[src/hdl/zsd_pkg.sv]
package zsd_pkg;

    // Sample and accumulator widths
    localparam int SAMPLE_WIDTH = 16;
    localparam int DATA_W       = 16;
    localparam int SUM_W        = SAMPLE_WIDTH + 2;

    // Line geometry
    localparam int LINE_LENGTH  = 2048;
    localparam int POS_W        = $clog2(LINE_LENGTH);
    localparam int END_W        = POS_W + 1;
    localparam int NUM_ZONES    = 9;
    localparam int ZONE_W       = $clog2(NUM_ZONES);
    localparam int PHASE_W      = 2;

    localparam int EDGE_IN      = 121;
    localparam int FAR_IN       = 93;
    localparam int MID_IN       = 166;
    localparam int NEAR_IN      = 330;
    localparam int NADIR_IN     = 628;

    localparam int E0 = EDGE_IN;
    localparam int E1 = E0 + FAR_IN;
    localparam int E2 = E1 + MID_IN;
    localparam int E3 = E2 + NEAR_IN;
    localparam int E4 = E3 + NADIR_IN;
    localparam int E5 = E4 + NEAR_IN;
    localparam int E6 = E5 + MID_IN;
    localparam int E7 = E6 + FAR_IN;
    localparam int E8 = E7 + EDGE_IN;

    localparam logic [ZONE_W-1:0] LAST_ZONE = ZONE_W'(NUM_ZONES - 1);
    localparam logic [POS_W-1:0]  LAST_POS  = POS_W'(LINE_LENGTH - 1);

    // Command queue depth
    localparam int QDEPTH = 4;
    localparam int QPTR_W = $clog2(QDEPTH);
    localparam int QCNT_W = QPTR_W + 1;

    typedef logic [ZONE_W-1:0]       zone_t;
    typedef logic [PHASE_W-1:0]      phase_t;
    typedef logic [SAMPLE_WIDTH-1:0] sample_t;
    typedef logic [SUM_W-1:0]        sum_t;

    typedef enum logic [2:0] {
        KIND_PASS,
        KIND_PAIR,
        KIND_TRIPLE,
        KIND_QUAD,
        KIND_ONE_HALF
    } kind_t;

    // What the back end does with one sample
    typedef enum logic [2:0] {
        OP_PASS,    // emit sample as is
        OP_HOLD,    // hold sample for the next 1.5 output
        OP_HALF,    // emit (held + sample) / 2, hold sample
        OP_LOAD,    // start a new group sum
        OP_ACC      // add to group sum
    } op_t;

    typedef enum logic [1:0] {
        DIV_1,
        DIV_2,
        DIV_3,
        DIV_4
    } div_t;

    typedef struct packed {
        sample_t sample;
        op_t     op;
        logic    emit;
        div_t    div;
        logic    line_end;
    } cmd_t;

    function automatic logic [END_W-1:0] zone_end(input zone_t z);
        logic [END_W-1:0] e;
        unique case (z)
            4'd0:    e = END_W'(E0);
            4'd1:    e = END_W'(E1);
            4'd2:    e = END_W'(E2);
            4'd3:    e = END_W'(E3);
            4'd4:    e = END_W'(E4);
            4'd5:    e = END_W'(E5);
            4'd6:    e = END_W'(E6);
            4'd7:    e = END_W'(E7);
            default: e = END_W'(E8);
        endcase
        return e;
    endfunction

    function automatic kind_t zone_kind(input zone_t z);
        kind_t k;
        unique case (z)
            4'd1, 4'd7: k = KIND_ONE_HALF;
            4'd2, 4'd6: k = KIND_PAIR;
            4'd3, 4'd5: k = KIND_TRIPLE;
            4'd4:       k = KIND_QUAD;
            default:    k = KIND_PASS;
        endcase
        return k;
    endfunction

    // Index of the last sample in a group of the given kind
    function automatic phase_t last_phase(input kind_t k);
        phase_t p;
        unique case (k)
            KIND_PAIR:                 p = 2'd1;
            KIND_TRIPLE, KIND_ONE_HALF: p = 2'd2;
            KIND_QUAD:                 p = 2'd3;
            default:                   p = 2'd0;
        endcase
        return p;
    endfunction

endpackage

[src/hdl/zsd_front.sv]
module zsd_front (
    input  logic                         aclk,
    input  logic                         aresetn,
    input  logic                         s_tvalid,
    output logic                         s_tready,
    input  logic [zsd_pkg::DATA_W-1:0]   s_tdata,   // [15:0] in_sample
    input  logic                         q_full,
    output logic                         q_push,
    output zsd_pkg::cmd_t                q_cmd
);
    import zsd_pkg::*;

    logic [POS_W-1:0] pos_reg, pos_next;
    zone_t            zone_reg, zone_next;
    phase_t           phase_reg, phase_next;

    logic [END_W-1:0] pos_inc;
    logic             zone_done;
    logic             group_last;
    kind_t            kind;

    assign s_tready = !q_full;
    assign q_push   = s_tvalid && !q_full;

    assign kind       = zone_kind(zone_reg);
    assign pos_inc    = {1'b0, pos_reg} + END_W'(1);
    assign zone_done  = (pos_inc == zone_end(zone_reg));
    assign group_last = (phase_reg == last_phase(kind));

    always_comb begin
        q_cmd.sample   = s_tdata[SAMPLE_WIDTH-1:0];
        q_cmd.line_end = (pos_reg == LAST_POS);
        q_cmd.op       = OP_PASS;
        q_cmd.emit     = 1'b1;
        q_cmd.div      = DIV_1;
        unique case (kind)
            KIND_PASS: begin
                q_cmd.op   = OP_PASS;
                q_cmd.emit = 1'b1;
            end
            KIND_ONE_HALF: begin
                q_cmd.op   = (phase_reg == '0) ? OP_HOLD : OP_HALF;
                q_cmd.emit = (phase_reg != '0);
                q_cmd.div  = DIV_2;
            end
            KIND_PAIR, KIND_TRIPLE, KIND_QUAD: begin
                q_cmd.op   = (phase_reg == '0) ? OP_LOAD : OP_ACC;
                q_cmd.emit = group_last;
                unique case (kind)
                    KIND_PAIR:   q_cmd.div = DIV_2;
                    KIND_TRIPLE: q_cmd.div = DIV_3;
                    default:     q_cmd.div = DIV_4;
                endcase
            end
            default: begin
                q_cmd.op   = OP_PASS;
                q_cmd.emit = 1'b1;
            end
        endcase
    end

    always_comb begin
        pos_next   = pos_reg;
        zone_next  = zone_reg;
        phase_next = phase_reg;
        if (q_push) begin
            pos_next = pos_inc[POS_W-1:0];
            if (zone_done) begin
                zone_next  = (zone_reg == LAST_ZONE) ? '0 : zone_reg + ZONE_W'(1);
                phase_next = '0;
            end else if (group_last) begin
                phase_next = '0;
            end else begin
                phase_next = phase_reg + PHASE_W'(1);
            end
        end
    end

    always_ff @(posedge aclk) begin
        if (!aresetn) begin
            pos_reg   <= '0;
            zone_reg  <= '0;
            phase_reg <= '0;
        end else begin
            pos_reg   <= pos_next;
            zone_reg  <= zone_next;
            phase_reg <= phase_next;
        end
    end

    a_last_pos_last_zone: assert property (@(posedge aclk) disable iff (!aresetn)
        (pos_reg == LAST_POS) |-> (zone_reg == LAST_ZONE && group_last))
        else $error("line end outside the last zone");

    a_line_start: assert property (@(posedge aclk) disable iff (!aresetn)
        (pos_reg == '0) |-> (zone_reg == '0 && phase_reg == '0))
        else $error("line start not aligned to first zone");

    a_phase_range: assert property (@(posedge aclk) disable iff (!aresetn)
        phase_reg <= last_phase(kind))
        else $error("group phase out of range");

endmodule

[src/hdl/zsd_cmd_fifo.sv]
module zsd_cmd_fifo (
    input  logic           aclk,
    input  logic           aresetn,
    input  logic           push,
    input  zsd_pkg::cmd_t  push_cmd,
    output logic           full,
    input  logic           pop,
    output logic           avail,
    output zsd_pkg::cmd_t  pop_cmd
);
    import zsd_pkg::*;

    cmd_t              mem_reg [QDEPTH];
    logic [QPTR_W-1:0] wr_ptr_reg, wr_ptr_next;
    logic [QPTR_W-1:0] rd_ptr_reg, rd_ptr_next;
    logic [QCNT_W-1:0] count_reg, count_next;

    assign full    = (count_reg == QCNT_W'(QDEPTH));
    assign avail   = (count_reg != '0);
    assign pop_cmd = mem_reg[rd_ptr_reg];

    always_comb begin
        wr_ptr_next = push ? wr_ptr_reg + QPTR_W'(1) : wr_ptr_reg;
        rd_ptr_next = pop  ? rd_ptr_reg + QPTR_W'(1) : rd_ptr_reg;
        count_next  = count_reg + QCNT_W'(push) - QCNT_W'(pop);
    end

    always_ff @(posedge aclk) begin
        if (push) begin
            mem_reg[wr_ptr_reg] <= push_cmd;
        end
    end

    always_ff @(posedge aclk) begin
        if (!aresetn) begin
            wr_ptr_reg <= '0;
            rd_ptr_reg <= '0;
            count_reg  <= '0;
        end else begin
            wr_ptr_reg <= wr_ptr_next;
            rd_ptr_reg <= rd_ptr_next;
            count_reg  <= count_next;
        end
    end

    a_no_overflow: assert property (@(posedge aclk) disable iff (!aresetn)
        push |-> (!full || pop))
        else $error("push into full queue");

    a_no_underflow: assert property (@(posedge aclk) disable iff (!aresetn)
        pop |-> avail)
        else $error("pop from empty queue");

endmodule

[src/hdl/zsd_back.sv]
module zsd_back (
    input  logic                         aclk,
    input  logic                         aresetn,
    input  logic                         q_avail,
    input  zsd_pkg::cmd_t                q_cmd,
    output logic                         q_pop,
    output logic                         m_tvalid,
    input  logic                         m_tready,
    output logic [zsd_pkg::DATA_W-1:0]   m_tdata,   // [15:0] out_sample
    output logic                         m_tlast
);
    import zsd_pkg::*;

    localparam int              PROD_W = 2 * SUM_W;
    localparam logic [SUM_W-1:0] RECIP3 = SUM_W'((2 ** (SUM_W + 1) + 2) / 3);

    // Running state
    sum_t    sum_reg, sum_next;
    sample_t held_reg, held_next;

    // Stage 1: numerator waiting for its divide
    logic    s1_valid_reg, s1_valid_next;
    sum_t    s1_num_reg, s1_num_next;
    div_t    s1_div_reg, s1_div_next;
    logic    s1_last_reg, s1_last_next;

    // Stage 2: output register
    logic              out_valid_reg, out_valid_next;
    logic [DATA_W-1:0] out_data_reg, out_data_next;
    logic              out_last_reg, out_last_next;

    logic              out_adv;
    sum_t              x_ext;
    sum_t              acc;
    logic [PROD_W-1:0] prod;
    sample_t           quot;

    assign out_adv = !out_valid_reg || m_tready;
    assign q_pop   = q_avail && (!s1_valid_reg || out_adv);
    assign x_ext   = SUM_W'(q_cmd.sample);
    assign acc     = sum_reg + x_ext;

    always_comb begin
        sum_next      = sum_reg;
        held_next     = held_reg;
        s1_num_next   = s1_num_reg;
        s1_div_next   = s1_div_reg;
        s1_last_next  = s1_last_reg;
        s1_valid_next = s1_valid_reg && !out_adv;
        if (q_pop) begin
            s1_valid_next = q_cmd.emit;
            s1_div_next   = q_cmd.div;
            s1_last_next  = q_cmd.line_end;
            unique case (q_cmd.op)
                OP_PASS: begin
                    s1_num_next = x_ext;
                end
                OP_HOLD: begin
                    held_next = q_cmd.sample;
                end
                OP_HALF: begin
                    s1_num_next = SUM_W'(held_reg) + x_ext;
                    held_next   = q_cmd.sample;
                end
                OP_LOAD: begin
                    sum_next = x_ext;
                end
                OP_ACC: begin
                    sum_next    = acc;
                    s1_num_next = acc;
                end
                default: begin
                    s1_num_next = x_ext;
                end
            endcase
        end
    end

    // Divide by three as a multiply by the rounded-up reciprocal
    assign prod = {{SUM_W{1'b0}}, s1_num_reg} * {{SUM_W{1'b0}}, RECIP3};
    assign quot = prod[SUM_W + 1 +: SAMPLE_WIDTH];

    always_comb begin
        out_valid_next = out_valid_reg && !m_tready;
        out_data_next  = out_data_reg;
        out_last_next  = out_last_reg;
        if (out_adv) begin
            out_valid_next = s1_valid_reg;
            out_last_next  = s1_last_reg;
            unique case (s1_div_reg)
                DIV_1:   out_data_next = DATA_W'(s1_num_reg[SAMPLE_WIDTH-1:0]);
                DIV_2:   out_data_next = DATA_W'(s1_num_reg[SAMPLE_WIDTH:1]);
                DIV_3:   out_data_next = DATA_W'(quot);
                default: out_data_next = DATA_W'(s1_num_reg[SAMPLE_WIDTH+1:2]);
            endcase
        end
    end

    always_ff @(posedge aclk) begin
        sum_next_hold: begin
            sum_reg      <= sum_next;
            held_reg     <= held_next;
            s1_num_reg   <= s1_num_next;
            s1_div_reg   <= s1_div_next;
            s1_last_reg  <= s1_last_next;
            out_data_reg <= out_data_next;
            out_last_reg <= out_last_next;
        end
    end

    always_ff @(posedge aclk) begin
        if (!aresetn) begin
            s1_valid_reg  <= 1'b0;
            out_valid_reg <= 1'b0;
        end else begin
            s1_valid_reg  <= s1_valid_next;
            out_valid_reg <= out_valid_next;
        end
    end

    assign m_tvalid = out_valid_reg;
    assign m_tdata  = out_data_reg;
    assign m_tlast  = out_last_reg;

    a_s1_hold_on_stall: assert property (@(posedge aclk) disable iff (!aresetn)
        (s1_valid_reg && !out_adv) |=> (s1_valid_reg && $stable(s1_num_reg)))
        else $error("stage 1 lost data during output stall");

endmodule

[src/hdl/zoned_scanline_downsampler.sv]
// An accepted input transaction is written into the command queue, read into
// stage 1, then divided into the output register. Throughput: one input
// transaction per cycle while the queue is not full; 909 output transactions per
// 2048-sample line. The 4-entry command queue and the output register decouple
// the two sides so either can stall alone. Reset: aresetn (synchronous, active
// low) clears line position, zone, queue and valid flags; no clearing pass.
module zoned_scanline_downsampler (
    input  logic                         aclk,
    input  logic                         aresetn,
    input  logic                         s_tvalid,
    output logic                         s_tready,
    input  logic [zsd_pkg::DATA_W-1:0]   s_tdata,   // [15:0] in_sample
    output logic                         m_tvalid,
    input  logic                         m_tready,
    output logic [zsd_pkg::DATA_W-1:0]   m_tdata,   // [15:0] out_sample
    output logic                         m_tlast    // line_end
);
    import zsd_pkg::*;

    // Front end to queue
    logic q_full;
    logic q_push;
    cmd_t q_in_cmd;

    // Queue to back end
    logic q_avail;
    logic q_pop;
    cmd_t q_out_cmd;

    // Track line position and zone; turn each transaction into a command
    zsd_front u_front (
        .aclk     (aclk),
        .aresetn  (aresetn),
        .s_tvalid (s_tvalid),
        .s_tready (s_tready),
        .s_tdata  (s_tdata),
        .q_full   (q_full),
        .q_push   (q_push),
        .q_cmd    (q_in_cmd)
    );

    // Hold commands so the front keeps accepting while the back stalls
    zsd_cmd_fifo u_fifo (
        .aclk     (aclk),
        .aresetn  (aresetn),
        .push     (q_push),
        .push_cmd (q_in_cmd),
        .full     (q_full),
        .pop      (q_pop),
        .avail    (q_avail),
        .pop_cmd  (q_out_cmd)
    );

    // Accumulate groups, divide, and drive the output register
    zsd_back u_back (
        .aclk     (aclk),
        .aresetn  (aresetn),
        .q_avail  (q_avail),
        .q_cmd    (q_out_cmd),
        .q_pop    (q_pop),
        .m_tvalid (m_tvalid),
        .m_tready (m_tready),
        .m_tdata  (m_tdata),
        .m_tlast  (m_tlast)
    );

endmodule

[config.mk]
export PLATFORM = sky130hd
export DESIGN_NAME = zoned_scanline_downsampler
export DESIGN_NICKNAME = d
export VERILOG_FILES = /design/src/hdl/zsd_pkg.sv /design/src/hdl/zsd_front.sv /design/src/hdl/zsd_cmd_fifo.sv /design/src/hdl/zsd_back.sv /design/src/hdl/zoned_scanline_downsampler.sv
export SDC_FILE = /design/constraint.sdc
export NUM_CORES = 1
export LEC_CHECK = 0
export ABC_AREA = 0
export BUFFER_PORTS_ARGS = -buffer_cell sky130_fd_sc_hd__buf_2
export CORE_MARGIN = 1.5
export CORE_UTILIZATION = 34
export DETAILED_ROUTE_END_ITERATION = 12
export GPL_TIMING_DRIVEN = 0
export SLEW_MARGIN = 20
export SYNTH_ARGS = -nofsm -noshare
export SYNTH_HDL_FRONTEND = slang
export SYNTH_SLANG_ARGS = --single-unit
[constraint.sdc]
create_clock -name aclk -period 13.4 [get_ports aclk]
set_input_delay 0.67 -clock aclk [delete_from_list [all_inputs] [get_ports aclk]]
set_output_delay 0.67 -clock aclk [all_outputs]
set_load 0.02 [all_outputs]
==> flow_metrics.py <==
metrics = {
    "status": {
        "status": "complete, no violations",
    },
    "detailed_routing": {
        "drtIter0Drc": 433,
        "wl_per_cell_um": 16.2,
        "num_vias": 9880,
        "wl_um": 33000,
        "first_pass_iters": 5,
        "via_per_inst": 4.83,
        "drtAntennaViolNets": 0,
        "drc": 0,
    },
    "floorplan": {
        "die_area_um2": 47400,
        "die_width_um": 218,
        "io_pins": 39,
        "die_height_um": 218,
        "start_util_pct": 34.5,
        "rows": 78,
        "fp.coreArea_um2": 45500,
    },
    "global_route": {
        "grt_max_degree": 24,
        "antenna_found_initial": 0,
        "grt_first_pass_wirelength_um": 54800,
        "grt_use_total_pct": 14.6,
        "grt_overflow": 0,
        "grt_pass1_vias": 10500,
    },
    "synth": {
        "syn_avg_cell_area_um2": 11.5,
        "synth_seq_cells": 202,
        "yosys.area.top_type": "edfxtp_1",
        "yosysWarnings": 0,
        "synth_edf_count": 164,
        "synth-seq-area-share_pct": 36.3,
        "yosys-top-cells-area": "edfxtp_1 (31%), ha_1 (16%), fa_1 (14%), inv_1 (6.1%), mux4_2 (5.6%)",
        "synth_nets": 1690,
        "synth_top_area_share_pct": 31.4,
        "async_flop_share_pct": 0,
        "yosys_most_used_dff": "edfxtp_1",
        "syn_inst": 1361,
        "synthDistinctLibCells": 78,
        "synth_area_um2": 15700,
    },
    "clocking": {
        "h-tree-depth": 1,
        "clk_path_buf_depth": 3,
        "cts_tree": "yes",
        "cts_inserted_buffers": 24,
        "cts-resized-gates": 0,
        "cts_setup_buffers": 0,
        "insertion_delay_ns": 0.53,
        "clockRootBuffer": "clkbuf_16",
        "clkTransAtPathRegs_ns": 0.06,
        "cts-hold-fix-buffers": 0,
        "cts.sinks": 202,
    },
    "sta": {
        "period_share_pct": 50.7,
        "rsz0062_at_grt": "false",
        "setup_violations": 0,
        "fin_setup_tns_ns": 0,
        "clock_skew_ns": 0.0143,
        "hold_viol": 0,
        "fin_crit_ns": 6.80,
        "tightest_slew_ns": 1.00,
        "fmax_mhz": 147,
        "relSlewSlack_pct": 33.3,
        "final-max-slew-violation-count": 0,
    },
    "final_layout": {
        "seq_area_um2": 5690,
        "nFillCells": 4469,
        "final_common_cell": "inv_1",
        "largest_reg_flops": 92,
        "layout_common_cells": "inv_1 (254), ha_1 (199), edfxtp_1 (164)",
        "multi_input_area_um2": 8940,
        "n_antenna_cell": 0,
        "drive_above_1_share_pct": 10.8,
        "final_nets": 1756,
        "syn_to_final_growth_pct": 11.4,
    },
    "min_path": {
        "holdCritPathClass": "input pin to flip-flop",
        "min_from": "s_tdata[9]",
    },
    "worst_setup_path": {
        "worstPathRequired_ns": 13.65,
        "worstSetupEndpointType": "flip-flop",
        "crit_type": "flip-flop to flip-flop",
        "cp_max_fo": 9,
        "setup.worst_path.start_class": "flip-flop",
        "crit_start": "u_back.s1_num_reg[1]",
        "r2r_start": "u_back.s1_num_reg[1]",
        "critical_path_arrival_ns": 7.04,
    },
    "placed_design": {
        "io_buffers": 38,
        "dp_hpwl_um": 26300,
        "place_congestion": 0.887,
    },
    "flow_run": {
        "cap_violations": 0,
    },
}
layout make-up:
type | count | share of cell area (%)
Timing Repair Buffer | 40 | 1.20
Inverter | 257 | 5.53
Tap cell | 600 | 4.30
Multi-Input combinational cell | 876 | 51.2
Clock inverter | 16 | 1.00
Buffer | 26 | 0.566
Sequential cell | 202 | 32.6
Clock buffer | 27 | 3.63
worst paths after layout:
kind / to / slack [ns] / cells past startpoint
setup / recovery: u_back.m_tdata[15] / 6.60 / 21
hold / removal: u_fifo.mem_reg[2][16] / 0.35 / 1
setup reg to reg: u_back.m_tdata[15] / 6.60 / 21
hold reg to reg: u_back.m_tlast / 0.49 / 0
layer usage:
metal  GRT usage [%]  vias up  routed length, µm
met5               0        -                  0
met4            4.24        0                799
met3            1.66       42               1210
met2            25.7      169              16400
met1            18.7     4851              14600
li1                -     4818                  -
cell usage after synthesis, drive strengths merged, types with 22 or more instances:
cell,number
nand2,85
edfxtp,164
mux4,39
fa,110
nor2,49
dfxtp,38
o21ai,43
a21o,28
inv,257
ha,199
xnor2,57
and2,22
a21oi,37
worst max-delay path, cell delays in order (launching register included):
cell and delay [ns]:
edfxtp_1 0.58, ha_1 0.49, xor2_1 0.37, ha_1 0.22
a21oi_1 0.06, fa_1 0.51, inv_1 0.06, fa_1 0.50
fa_1 0.55, inv_1 0.06, fa_1 0.53, inv_1 0.04
ha_1 0.34, inv_2 0.06, o31a_1 0.30, and2_4 0.17
a221o_1 0.41, o31ai_4 0.35, a41oi_2 0.18, o21bai_2 0.18
xnor2_1 0.08, mux4_2 0.47
metrics by stage:
step / hold slack, ns / area, µm² / std cells / worst slack [ns] / utilization [%]
after floorplan: 0.400 / 15700 / 1361 / 7.30 / -
after global placement: 0.477 / 16600 / 1999 / 6.61 / 36.5
after detailed placement: 0.483 / 16700 / 2001 / 6.57 / 36.6
after CTS: 0.332 / 17500 / 2044 / 6.54 / 38.4
after global routing: 0.338 / 17500 / 2044 / 6.33 / 38.4
final: 0.355 / 17500 / 2044 / 6.60 / 38.4
kinds of logic (layout without fill, tap and decap cells):
logic type	Yosys count	count (layout)	share of synthesized area [%]
and+or+nand+nor	253	253	8.24
buffers and inverters	283	366	6.78
AOI/OAI and AO/OA	192	192	8.31
muxes	49	49	6.39
adders and majority gates	309	309	29.9
DFF	202	202	36.3
xor gates and xnor gates	73	73	4.08
Power is left out: the tool's default activity adds up to more than one toggle a clock period on the data nets, which glitch-free logic cannot reach.
